==> config.mk <==
export PLATFORM = sky130hd
export DESIGN_NAME = udiv64_stage
export DESIGN_NICKNAME = d
export VERILOG_FILES = /design/src/hdl/udiv64_pkg.sv /design/src/hdl/udiv64_stage.sv
export SDC_FILE = /design/constraint.sdc
export NUM_CORES = 1
export LEC_CHECK = 0
export ABC_AREA = 1
export BUFFER_PORTS_ARGS = -buffer_cell sky130_fd_sc_hd__buf_2
export CAP_MARGIN = 20
export CORE_UTILIZATION = 45
export CTS_CLUSTER_SIZE = 30
export DETAILED_ROUTE_END_ITERATION = 8
export PLACE_DENSITY = 0.7
export SYNTH_ARGS = -nofsm -noshare
export SYNTH_HDL_FRONTEND = slang
export SYNTH_SLANG_ARGS = --single-unit
==> constraint.sdc <==
create_clock -name clk -period 5.1 [get_ports clk]
set_clock_uncertainty 0.2 [all_clocks]
set_input_delay 0.765 -clock clk [delete_from_list [all_inputs] [get_ports clk]]
set_output_delay 0.765 -clock clk [all_outputs]
set_load 0.005 [all_outputs]
==> src/hdl/udiv64_pkg.sv <==
// Package with the divider stage type, sizes and the one-bit restoring step.
package udiv64_pkg;

  localparam int DataW    = 64;
  localparam int NumSteps = 64;

  // Work carried from stage to stage: partial remainder in the upper half of acc,
  // unused dividend bits and finished quotient bits sharing the lower half.
  typedef struct packed {
    logic [2*DataW-1:0] acc;
    logic [DataW-1:0]   den;
    logic               dbz;
  } stage_t;

  // One restoring step: bring down the next dividend bit, subtract when it fits.
  // A zero divisor never subtracts, so the dividend ends up as the remainder.
  function automatic stage_t div_step(stage_t s);
    logic [DataW:0] t;
    logic [DataW:0] tn;
    logic           take;
    stage_t         r;
    t    = {s.acc[2*DataW-1:DataW], s.acc[DataW-1]};
    take = !s.dbz && (t >= {1'b0, s.den});
    tn   = take ? (t - {1'b0, s.den}) : t;
    r     = s;
    r.acc = {tn[DataW-1:0], s.acc[DataW-2:0], take};
    return r;
  endfunction

endpackage

==> src/hdl/udiv64_stage.sv <==
// One pipeline stage of the divider: a single compare-subtract and its registers.
module udiv64_stage (
  input  logic               clk,
  input  logic               rst,
  input  logic               en,
  input  logic               in_valid,
  input  udiv64_pkg::stage_t in_data,
  output logic               valid,
  output udiv64_pkg::stage_t data
);

  // Valid bit moves with the data whenever the pipeline advances.
  always_ff @(posedge clk) begin
    if (rst) begin
      valid <= 1'b0;
    end else if (en) begin
      valid <= in_valid;
    end
  end

  // Payload register holds one step's result.
  always_ff @(posedge clk) begin
    if (en) begin
      data <= udiv64_pkg::div_step(in_data);
    end
  end

endmodule

==> summary.txt <==
Status
  • Status: finished, final reports clean

Timing
  • Minimum clock period: 3537 ps
  • Hold Violations, Final: 0
  • Final Max Tran Viols: 0
  • Setup TNS Final: 0 ps
  • Final Cycle Share: between 60% and 70%
  • Rel. slew slack: 49.36%
  • Final setup viols: 0
  • Slew @ Worst Pin: 759.5 ps
  • F_max: 0.2827 GHz
  • RSZ-0062 raised after global routing: false

Clock network
  • # hold bufs at CTS: 0
  • Later-pin clock latency in the skew report: 450 ps
  • Clk buf depth: 2
  • CTS tree: done
  • Resize count post-CTS: 0
  • Total clock sinks: about 190
  • Worst-path clk slew: 80 ps
  • Clock Tree Root: clkbuf_16
  • CTS Buf Count: 17
  • # H-tree levels: 4
  • Postcts setup bufs: 0

Placement
  • Post-DP HPWL: 40.23 mm
  • GP Congestion: 0.9164
  • IO Port Bufs: slightly below 400

Global routing
  • Initial antenna violation count: 8
  • Aggregate global routing overflow: 0
  • Vias in the first global route: 12440
  • First-pass GRT wire length: 71.20 mm
  • Tot GR Track Use: a little under a third
  • Largest net degree at the start of global routing: 87

Synthesis
  • Flops & latches, synth: around 190
  • Synth async-reset ratio: 0%
  • Post-Syn Area: 0.01331 sq mm
  • Distinct cells, synth: 30
  • Net count after synthesis: 2121
  • Post-Syn Area per Cell: 7.161 sq um
  • Most used DFF post-synth: edfxtp_1
  • Yosys warns: 0
  • Gate Count Post-Synth: 1859
  • EDFF count, synth: 193
  • Sequential area share after synthesis: 43.69%

Worst setup path
  • RR Endpoint: valid$_SDFFE_PP0P_
  • CP Cell Sequence: buf_2 > inv_1 > ha_1 > nand2_1 > inv_2 > nand2_1 > nand2_1 > inv_1 > nand3_2 > nand2_1 > nand2_2 > nand2_2 > nand2_2 > nand3_2 > nand2_2 > nand2_2 > buf_12 > nand2_1 > nand2_1
  • Worst path depth: 19
  • CP max FO: 34
  • Worst r2r src: valid$_SDFFE_PP0P_
  • Crit Path Category: input pin to flop
  • Crit path launch type: input pin
  • Crit path buf inv count: 5
  • Worst setup EP type: flop
  • Setup crit end: data[192]$_DFFE_PP_
  • Critical Path Max Stage Delay: 410 ps
  • Worst EP required: 5110 ps
  • Critical Path AT: ~3500 ps
  • Reg2Reg Depth: 2
  • CP max-delay cell: nand2_2
  • Origin of the worst setup path: in_data[9]
  • Most used cell along the critical path: nand2_1
  • CP delay by family, top: simple AND/OR/NAND/NOR gates
  • FF-to-FF setup slack: 4210 ps

Pwr
  • Leak: 0.009147 uW
  • Clk pwr share: 30.5%
  • NetSw: between 1500 and 2000 uW
  • Comb power frac: about a quarter
  • Pwr dens: 278.2 mW/mm^2
  • Worst VDD drop: 188.4 uV
  • Sequential Power Share: 43.4%
  • Sw Share: 33.66%
  • Total power draw: roughly 4500 uW
  • Int Pwr: between 3000 and 4000 uW

Die
  • Starting Density: 46.00%
  • Core outline area: between 0.02 and 0.03 sq mm
  • Die X: 174.0 microns
  • Row count: 62
  • DIE HEIGHT: 174.0 microns
  • IO Count: 391
  • Die footprint: 0.03027 sq mm

Cells and area
  • Area taken by multi-input logic gates: 0.005723 sq mm
  • P&R area growth vs syn: 22.13%
  • Share of cells above drive strength 1: between 20% and 30%
  • Layout fillers: 2814
  • Most common cell after layout, fill and taps aside: nand2_1
  • Total area of sequential cells: about 0.0058 sq mm
  • Final #Nets: 2514
  • Most frequent cells in the layout: 772 x nand2_1, 410 x inv_1, 389 x buf_2

Routing
  • Residual DRC: 0
  • Antenna viol nets, final: 0
  • Vias: about 13000
  • Vias per cell: 4.871
  • DR pass1 iterations: 6
  • Initial drt markers: 969
  • DRT Wirelength: approximately 48 mm
  • Routed WL per cell: 18.07 microns

Job
  • Max Cap Viol: 0

Hold path
  • Hold Crit Class: input pin to flop
==> area by class of cell <==
cell class	count	share of cell area, %
Timing Repair Buffer	396	12.49
Antenna cell	8	0.1231
Tap cell	384	2.955
Multi-Input combinational cell	1219	35.20
Clock buffer	18	2.640
Inverter	424	9.790
Clock inverter	14	1.024
Sequential cell	194	35.77
==> per-stage QoR <==
step | utilization, % | cell area (sq um) | setup slack [ps] | hold WS [ps] | cells
final | 56.18 | 16260 | 1563 | 265.1 | 2657
after global routing | 56.18 | 16260 | 1377 | 255.6 | 2657
after CTS | 56.11 | 16240 | 1605 | 256.8 | 2649
after detailed placement | 54.06 | 15640 | 1136 | 351.7 | 2617
after global placement | 54.06 | 15640 | 1166 | 268.3 | 2617
after floorplan | - | 13310 | 2309 | 285.0 | 1859
==> how the worst min path moves through the flow <==
stage | end | cells after the start | slack, ps | from
2_1_floorplan | valid$_SDFFE_PP0P_ | 2 | 280 | valid$_SDFFE_PP0P_
3_3_place_gp | valid$_SDFFE_PP0P_ | 2 | 270 | valid$_SDFFE_PP0P_
3_5_place_dp | valid$_SDFFE_PP0P_ | 2 | 350 | valid$_SDFFE_PP0P_
4_1_cts | valid$_SDFFE_PP0P_ | 2 | 260 | rst
5_1_grt | valid$_SDFFE_PP0P_ | 2 | 260 | rst
6_report | valid$_SDFFE_PP0P_ | 2 | 270 | rst
==> state kept, by name, indices dropped and copies added (netlist names) <==
register,flops
data,193
valid,1
==> cell usage after synthesis, types with 3 or more instances <==
| cell type | number | area share (%) |
|---|---|---|
| inv_1 | 411 | 12 |
| nand2_1 | 772 | 22 |
| ha_1 | 64 | 6.0 |
| and2_1 | 5 | 0.23 |
| o21ai_0 | 5 | 0.19 |
| inv_2 | 11 | 0.31 |
| nand2_2 | 6 | 0.28 |
| nand4_1 | 23 | 1.1 |
| clkbuf_1 | 7 | 0.20 |
| a21oi_1 | 42 | 1.6 |
| nor2_1 | 98 | 2.8 |
| xor2_1 | 30 | 2.0 |
| nand3_1 | 133 | 5.0 |
| nor3_1 | 17 | 0.64 |
| nor2_2 | 11 | 0.52 |
| buf_6 | 13 | 1.1 |
| nor2_4 | 3 | 0.25 |
| edfxtp_1 | 193 | 44 |
==> kinds of logic (layout without fill, tap and decap cells) <==
group | count (synthesis) | after routing | synth area share (%)
AOI/OAI and AO/OA | 49 | 49 | 1.880
xor gates and xnor gates | 31 | 31 | 2.040
adders and majority gates | 65 | 65 | 6.166
buffers and inverters | 446 | 852 | 13.32
DFF | 194 | 194 | 43.69
muxes | 1 | 1 | 0.07520
other | 0 | 8 | 0
and+or+nand+nor | 1073 | 1073 | 32.83
==> power by group through the flow <==
stage          registers [uW]  logic, uW  clock network, uW
2_1_floorplan            2020        638                  0
3_3_place_gp             2000       1150                  0
3_5_place_dp             2000       1170                  0
4_1_cts                  1970       1180               1390
5_1_grt                  1980       1320               1440
6_report                 1960       1180               1380
==> routing by layer <==
metal	global-route usage [%]	wire length, microns	up-vias
li1	-	-	6487
met1	40.10	20510	5964
met2	55.25	23730	450
met3	5.424	2971	42
met4	8.333	788	0
met5	0	0	-
No activity file was read; power rests on OpenSTA's default activity.
