<file path="src/hdl/udiv64_pkg.sv">
// Package with the divider stage type, sizes and the one-bit restoring step.
package udiv64_pkg;

  localparam int DataW    = 64;
  localparam int NumSteps = 64;

  // Work carried from stage to stage: partial remainder in the upper half of acc,
  // unused dividend bits and finished quotient bits sharing the lower half.
  typedef struct packed {
    logic [2*DataW-1:0] acc;
    logic [DataW-1:0]   den;
    logic               dbz;
  } stage_t;

  // One restoring step: bring down the next dividend bit, subtract when it fits.
  // A zero divisor never subtracts, so the dividend ends up as the remainder.
  function automatic stage_t div_step(stage_t s);
    logic [DataW:0] t;
    logic [DataW:0] tn;
    logic           take;
    stage_t         r;
    t    = {s.acc[2*DataW-1:DataW], s.acc[DataW-1]};
    take = !s.dbz && (t >= {1'b0, s.den});
    tn   = take ? (t - {1'b0, s.den}) : t;
    r     = s;
    r.acc = {tn[DataW-1:0], s.acc[DataW-2:0], take};
    return r;
  endfunction

endpackage

</file>
<file path="src/hdl/udiv64_skid.sv">
// Input skid stage that holds one request while the pipeline is stalled.
module udiv64_skid (
  input  logic                                clk,
  input  logic                                rst,
  input  logic                                in_valid,
  output logic                                in_ready,
  input  logic [udiv64_pkg::DataW-1:0]        dividend,
  input  logic [udiv64_pkg::DataW-1:0]        divisor,
  input  logic                                en,
  output logic                                valid,
  output udiv64_pkg::stage_t                  data
);

  logic               skid_valid;
  udiv64_pkg::stage_t skid_data;
  udiv64_pkg::stage_t fresh;

  // Build the first stage word from the incoming request.
  always_comb begin
    fresh.acc = {{udiv64_pkg::DataW{1'b0}}, dividend};
    fresh.den = divisor;
    fresh.dbz = (divisor == '0);
  end

  assign in_ready = !skid_valid;
  assign valid    = skid_valid || in_valid;
  assign data     = skid_valid ? skid_data : fresh;

  // The held request drains as soon as the pipeline moves.
  always_ff @(posedge clk) begin
    if (rst) begin
      skid_valid <= 1'b0;
    end else if (en) begin
      skid_valid <= 1'b0;
    end else if (in_valid && !skid_valid) begin
      skid_valid <= 1'b1;
    end
  end

  // Capture the payload when a request arrives during a stall.
  always_ff @(posedge clk) begin
    if (!en && in_valid && !skid_valid) begin
      skid_data <= fresh;
    end
  end

endmodule

</file>
<file path="config.mk">
export PLATFORM = sky130hd
export DESIGN_NAME = udiv64_skid
export DESIGN_NICKNAME = d
export VERILOG_FILES = /design/src/hdl/udiv64_pkg.sv /design/src/hdl/udiv64_skid.sv
export SDC_FILE = /design/constraint.sdc
export NUM_CORES = 1
export LEC_CHECK = 0
export ABC_AREA = 0
export BUFFER_PORTS_ARGS = -buffer_cell sky130_fd_sc_hd__buf_2
export CORE_AREA = 2 2 129 131
export DETAILED_ROUTE_END_ITERATION = 10
export DIE_AREA = 0 0 131 133
export PLACE_DENSITY = 0.7
export SLEW_MARGIN = 10
export SYNTH_ARGS = -nofsm -noshare
export SYNTH_HDL_FRONTEND = slang
export SYNTH_SLANG_ARGS = --single-unit
</file>
<file path="constraint.sdc">
create_clock -name clk -period 26.4 [get_ports clk]
set_clock_uncertainty 0.15 [all_clocks]
set_input_delay 1.32 -clock clk [delete_from_list [all_inputs] [get_ports clk]]
set_output_delay 1.32 -clock clk [all_outputs]
set_load 0.05 [all_outputs]
</file>
==> results of run 1 <==
==> where the power goes <==
group / switching (mW) / internal, mW / leakage, nW
Clock: 0.0844 / 0.156 / 0.282
Sequential: 0.00368 / 0.238 / 1.21
Combinational: 0.0946 / 0.0303 / 1.75
Total: 0.183 / 0.424 / 3.24
==> cells in the mapped netlist <==
cell,instances
edfxtp_1,129
mux2_2,128
buf_4,64
nor4_1,16
buf_2,14
nand4_1,4
nor3b_1,2
clkbuf_1,1
conb_1,1
dfxtp_1,1
inv_1,1
mux2_1,1
nor4_2,1
or2_2,1
==> metal layers <==
metal | wire [um] | track usage
met5 | 0 | 0
met4 | 363 | 0.0774
met3 | 1060 | 0.0505
met2 | 6920 | 0.254
met1 | 5260 | 0.168
==> registers in the layout (all words and copies together), names as in the netlist <==
signal,cells
skid_data,129
skid_valid,1
==> final timing paths <==
| kind | start | endpoint | slack, ps | cells after the start |
|---|---|---|---|---|
| max | divisor[62] | data[0] | 21980 | 6 |
| min | rst | skid_valid$_SDFFE_PP0P_ | 920 | 2 |
| max reg2reg | skid_valid$_SDFFE_PP0P_ | skid_data[13]$_DFFE_PP_ | 24190 | 2 |
| min reg2reg | skid_valid$_SDFFE_PP0P_ | skid_valid$_SDFFE_PP0P_ | 1010 | 2 |
==> worst max-delay path: stages <==
cell and delay (ps):
buf_2 110, nor4_1 520, nand4_1 200, nor4_2 350, mux2_1 180, buf_2 260
==> through the flow <==
step	hold slack (ps)	instance area, um2
5_1_grt	902	7960
3_5_place_dp	1040	7370
4_1_cts	901	7960
2_1_floorplan	960	6300
3_3_place_gp	1000	7370
6_report	920	7960
==> kinds of logic (layout without fill, tap and decap cells) <==
group | after synthesis | after routing | synth area share
flops | 130 | 130 | 0.642
simple gates | 24 | 24 | 0.0262
mux | 129 | 129 | 0.239
buf+inv | 80 | 297 | 0.0920
other cells | 1 | 64 | 0.000618
==> final cells by class <==
cell class | count | area share
inverters | 1 | 0.000471
clock inverters | 13 | 0.0211
clock buffers | 18 | 0.0539
well taps | 220 | 0.0346
repair buffers | 265 | 0.167
multi-input cells | 217 | 0.233
flip-flops and latches | 130 | 0.489
==> metrics.cfg, run 1 <==
[outcome]
status = complete, no violations

[die]
die_x_um = 131
rows = 47
die_h_um = 133
start_util = 0.375
core_um2 = 16200
dieArea_um2 = 17400
ios = 327

[logic_synthesis]
ys_seq_area_frac = 0.642
syn_inst = 364
synth_top_area_frac = 0.638
ys_ff_latch = 130
yosys_warnings = 0
netlist_top_cells_area = edfxtp_1 (64%), mux2_2 (24%), buf_4 (7.9%)
avgSynthCellArea_um2 = 16.7
syn_area_um2 = 6070
synth_top_area_cell = edfxtp_1
ys_types = 14

[power]
power_density_nw_per_um2 = 76.1
p_leak_nw = 3.24
design_power_total_mw = 0.606
ir_worst_vdd_mv = 0.0374

[place]
port_buffers = 262
dpl_worst_slack_ps = 21910
placed_cells = 833
gp_congestion = 0.760
hpwl_um = 9950

[final_layout]
final_common_cell = buf_2
mostFrequentLayoutCells = buf_2 (262), edfxtp_1 (129), mux2_2 (128)
fillers = 1423
final_util = 0.492
drive_gt1_frac = 0.657
regArea_um2 = 3900
multiInputGateArea_um2 = 1860
syn_to_final_growth_pct = 31.3
layout.cells.non_filler = 864
fin_nets = 764
diodes = 0

[cts]
hold_buffers = 0
cts_buffers = 17
clock_path_buffers = 2
htreeDepth = 4
cts_setup_buffers = 0
cts_tree = done
cts.repair.resized = 0
cts_root_buffer = clkbuf_16
path_clk_slew_ps = 50
clk_latency_ps = 400
clock-sinks = 130

[setup_path]
end_kind = output pin
arrival_ps = 2950
worst_ep_required_time_ps = 24930
cp-start-kind = input port
cp_max_fo = 3
critPathKind = in2out

[timing]
fin_crit_sh = 0.167
maxSlewViolCount = 0
fmax_mhz = 226
final-hold-violation-count = 0
rsz0062_at_grt = no
period_minus_slack_ps = 4420
slew_headroom = 0.380
finalSetupTns_ps = 0
setup_slack_ps = 21980
setup_violations = 0
worstMarginPinSlew_ps = 930

[global_route]
grt_max_degree = 74
antenna_found_initial = 1
grt_pass1_wl_um = 19900
grt_pass1_vias = 3899
global_route.usage.total = 0.151
overflow = 0

[route]
drt_iter0_drc = 154
drt-vias-per-instance = 4.53
routedWlPerCell_um = 15.7
vias = 3918
drcViolationCount = 0
drtPass1Iterations = 4
detail-route-antenna-nets = 0
drt-total-wl_um = 13600

[hold_path]
hold_class = in2reg

[job]
cap_violations = 0

(Power assumes the default switching activity.)
==> run 2, diff against run 1 <==
ABC_AREA = 1   (was 0)
CORE_AREA = 2 2 128 130   (was 2 2 129 131)
DIE_AREA = 0 0 130 132   (was 0 0 131 133)
PLACE_DENSITY = 0.72   (was 0.7)
clock period = 4.1 ns   (was 26.4 ns; I/O delays follow)
==> metrics.cfg, run 2 <==
[outcome]
status = complete, no violations

[timing]
timing.hold.ws_ps = 374  ; -546 ps
maxSlewViolCount = 0  ; unchanged
setup_violations = 0  ; unchanged
slew_headroom = 0.160  ; -0.221
fin_crit_sh = 0.725
fmax_mhz = 337
worstMarginPinSlew_ps = 1260  ; +331 ps
period_minus_slack_ps = 2970
rsz0062_at_grt = no
final-hold-violation-count = 0  ; unchanged

[logic_synthesis]
ys_types = 15  ; +1
synth_edf_count = 129  ; unchanged
synthArstFlopShare = 0  ; unchanged
ys_top_cells_by_count = nand2_1 (386), edfxtp_1 (129), buf_4 (70)
yosysMostFrequentCell = nand2_1
synthFlopType = edfxtp_1
synth_top_area_cell = edfxtp_1
syn_inst = 675  ; +85%
yosys_warnings = 0  ; unchanged
syn_area_um2 = 6320  ; +4.2%
ys_ff_latch = 130  ; unchanged
netlist_top_cells_area = edfxtp_1 (61%), nand2_1 (23%), buf_4 (8.3%)
synth_top_area_frac = 0.613  ; -0.0255
ys_seq_area_frac = 0.616  ; -0.0257
avgSynthCellArea_um2 = 9.36  ; -44%

[place]
gp_congestion = 0.809  ; +6.4%
port_buffers = 262  ; unchanged
hpwl_um = 10700  ; +7.2%

[setup_path]
critPathKind = reg2out
arrival_ps = 2620  ; -330 ps
cp_max_fo = 122  ; +119
cp-start-kind = flop
worst_ep_required_time_ps = 3740  ; -21,190 ps
end_kind = output pin

[global_route]
antenna_found_initial = 0  ; -1
grt_max_degree = 123  ; +66%
overflow = 0  ; unchanged
grt_pass1_wl_um = 26400  ; +33%
grt_pass1_vias = 5292  ; +36%
global_route.usage.total = 0.197  ; +0.0467

[route]
vias = 5613  ; +43%
detail-route-antenna-nets = 0  ; unchanged
drt_iter0_drc = 398  ; +160%
drt-vias-per-instance = 4.36  ; -3.9%
routedWlPerCell_um = 13.8  ; -12%
drcViolationCount = 0  ; unchanged
drtPass1Iterations = 4  ; unchanged
drt-total-wl_um = 17800  ; +31%

[power]
p_leak_nw = 4.48  ; +38%
power_density_nw_per_um2 = 422  ; +450%
ir_worst_vdd_mv = 0.303  ; +710%

[cts]
path_clk_slew_ps = 60  ; about the same
clock-sinks = 130  ; unchanged
cts_setup_buffers = 0  ; unchanged
clock_path_buffers = 2  ; unchanged
htreeDepth = 4  ; unchanged
cts_root_buffer = clkbuf_16
cts_tree = done
cts_buffers = 17  ; unchanged
clk_latency_ps = 400  ; about the same

[final_layout]
top_register = skid_data
diodes = 0  ; unchanged
mostFrequentLayoutCells = nand2_1 (386), buf_2 (262), dlygate4sd3_1 (130)
drive_gt1_frac = 0.276  ; -0.381
syn_to_final_growth_pct = 47.6
reg_top3 = skid_data x129, skid_valid x1
final_common_cell = nand2_1
final_util = 0.594  ; +0.101
largest_register_ffs = 129  ; unchanged
fin_nets = 1191  ; +56%

[die]
dieArea_um2 = 17200  ; -1.5%
ios = 327  ; unchanged
die_h_um = 132  ; -0.75%
die_x_um = 130  ; -0.76%
rows = 46  ; -2.1%
start_util = 0.402  ; +0.0270
core_um2 = 15700  ; -2.8%

[job]
cap_violations = 0  ; unchanged

[hold_path]
hold_class = in2reg

run 2: cell count changes after synthesis, sizes merged, moves of 4 or more:
cell   delta
nand2   +386
mux2    -129
nor2     +39
nor4     -17
buf      +15
inv       +9
o21ai     +8
nand3     +5
nand4     -4
run 2: path summary, 6_finish.rpt:
path,startpoint,to,slack (ps),depth (start not counted)
worst max-delay path,skid_valid$_SDFFE_PP0P_,data[26],1130,4
worst min-delay path,dividend[4],skid_data[69]$_DFFE_PP_,370,2
worst max register to register,skid_valid$_SDFFE_PP0P_,skid_valid$_SDFFE_PP0P_,1420,4
worst min register to register,skid_valid$_SDFFE_PP0P_,skid_data[118]$_DFFE_PP_,1330,2
run 2: logic make-up (layout without fill, tap and decap cells):
| group | after synthesis | after routing | share of synthesized area |
|---|---|---|---|
| compound gates | 8 | 8 | 0.00634 |
| buf+inv | 103 | 437 | 0.118 |
| flops | 130 | 130 | 0.616 |
| other cells | 1 | 64 | 0.000593 |
| simple gates | 433 | 433 | 0.259 |
run 2: report_power, final:
part | switching [mW] | total (mW) | internal (mW)
registers | 0.0226 | 1.55 | 1.53
logic | 0.718 | 0.960 | 0.242
clock network | 0.535 | 1.42 | 0.889
run 2: what timing repair did:
action | 4_1_cts | 5_1_grt
gates resized for setup | 0 | 0
endpoints found under the hold margin | 129 | 0
hold buffers | 130 | 0
run 2: final cells by class:
cell class                 count  area (um2)
sequential                   130        3900
tap                          216         270
multi-input combinational    505        1930
clock inverter                11         114
clock buffer                  21         440
timing repair buffer         395        2640
inverter                      10        40.0
fill                        1277        6380
run 2: metal layers:
| metal | wire length (um) | up-vias | part of all wire | GRT usage |
|---|---|---|---|---|
| met4 | 442 | 0 | 0.025 | 0.0783 |
| met2 | 8810 | 291 | 0.49 | 0.340 |
| met3 | 1340 | 31 | 0.075 | 0.0572 |
| li1 | - | 2790 | - | - |
| met1 | 7220 | 2501 | 0.41 | 0.229 |
| met5 | 0 | - | 0 | 0 |
run 2: per-stage QoR:
| step | setup TNS (ps) | setup WS [ps] | cells | instance area (um2) | total power, mW |
|---|---|---|---|---|---|
| 6_report | 0 | 1130 | 1288 | 9330 | 3.94 |
| 3_5_place_dp | 0 | 1600 | 1126 | 7470 | 2.43 |
| 4_1_cts | 0 | 1160 | 1288 | 9330 | 3.96 |
| 3_3_place_gp | 0 | 1620 | 1126 | 7470 | 2.42 |
| 2_1_floorplan | -38440 | -298 | 738 | 6580 | 2.27 |
| 5_1_grt | 0 | 1030 | 1288 | 9330 | 4.08 |
run 2: worst max-delay path, stage by stage (launching register included):
cell and delay [ps]:
dfxtp_4 540, inv_4 870, nand2_1 160, nand2_1 140, buf_2 270
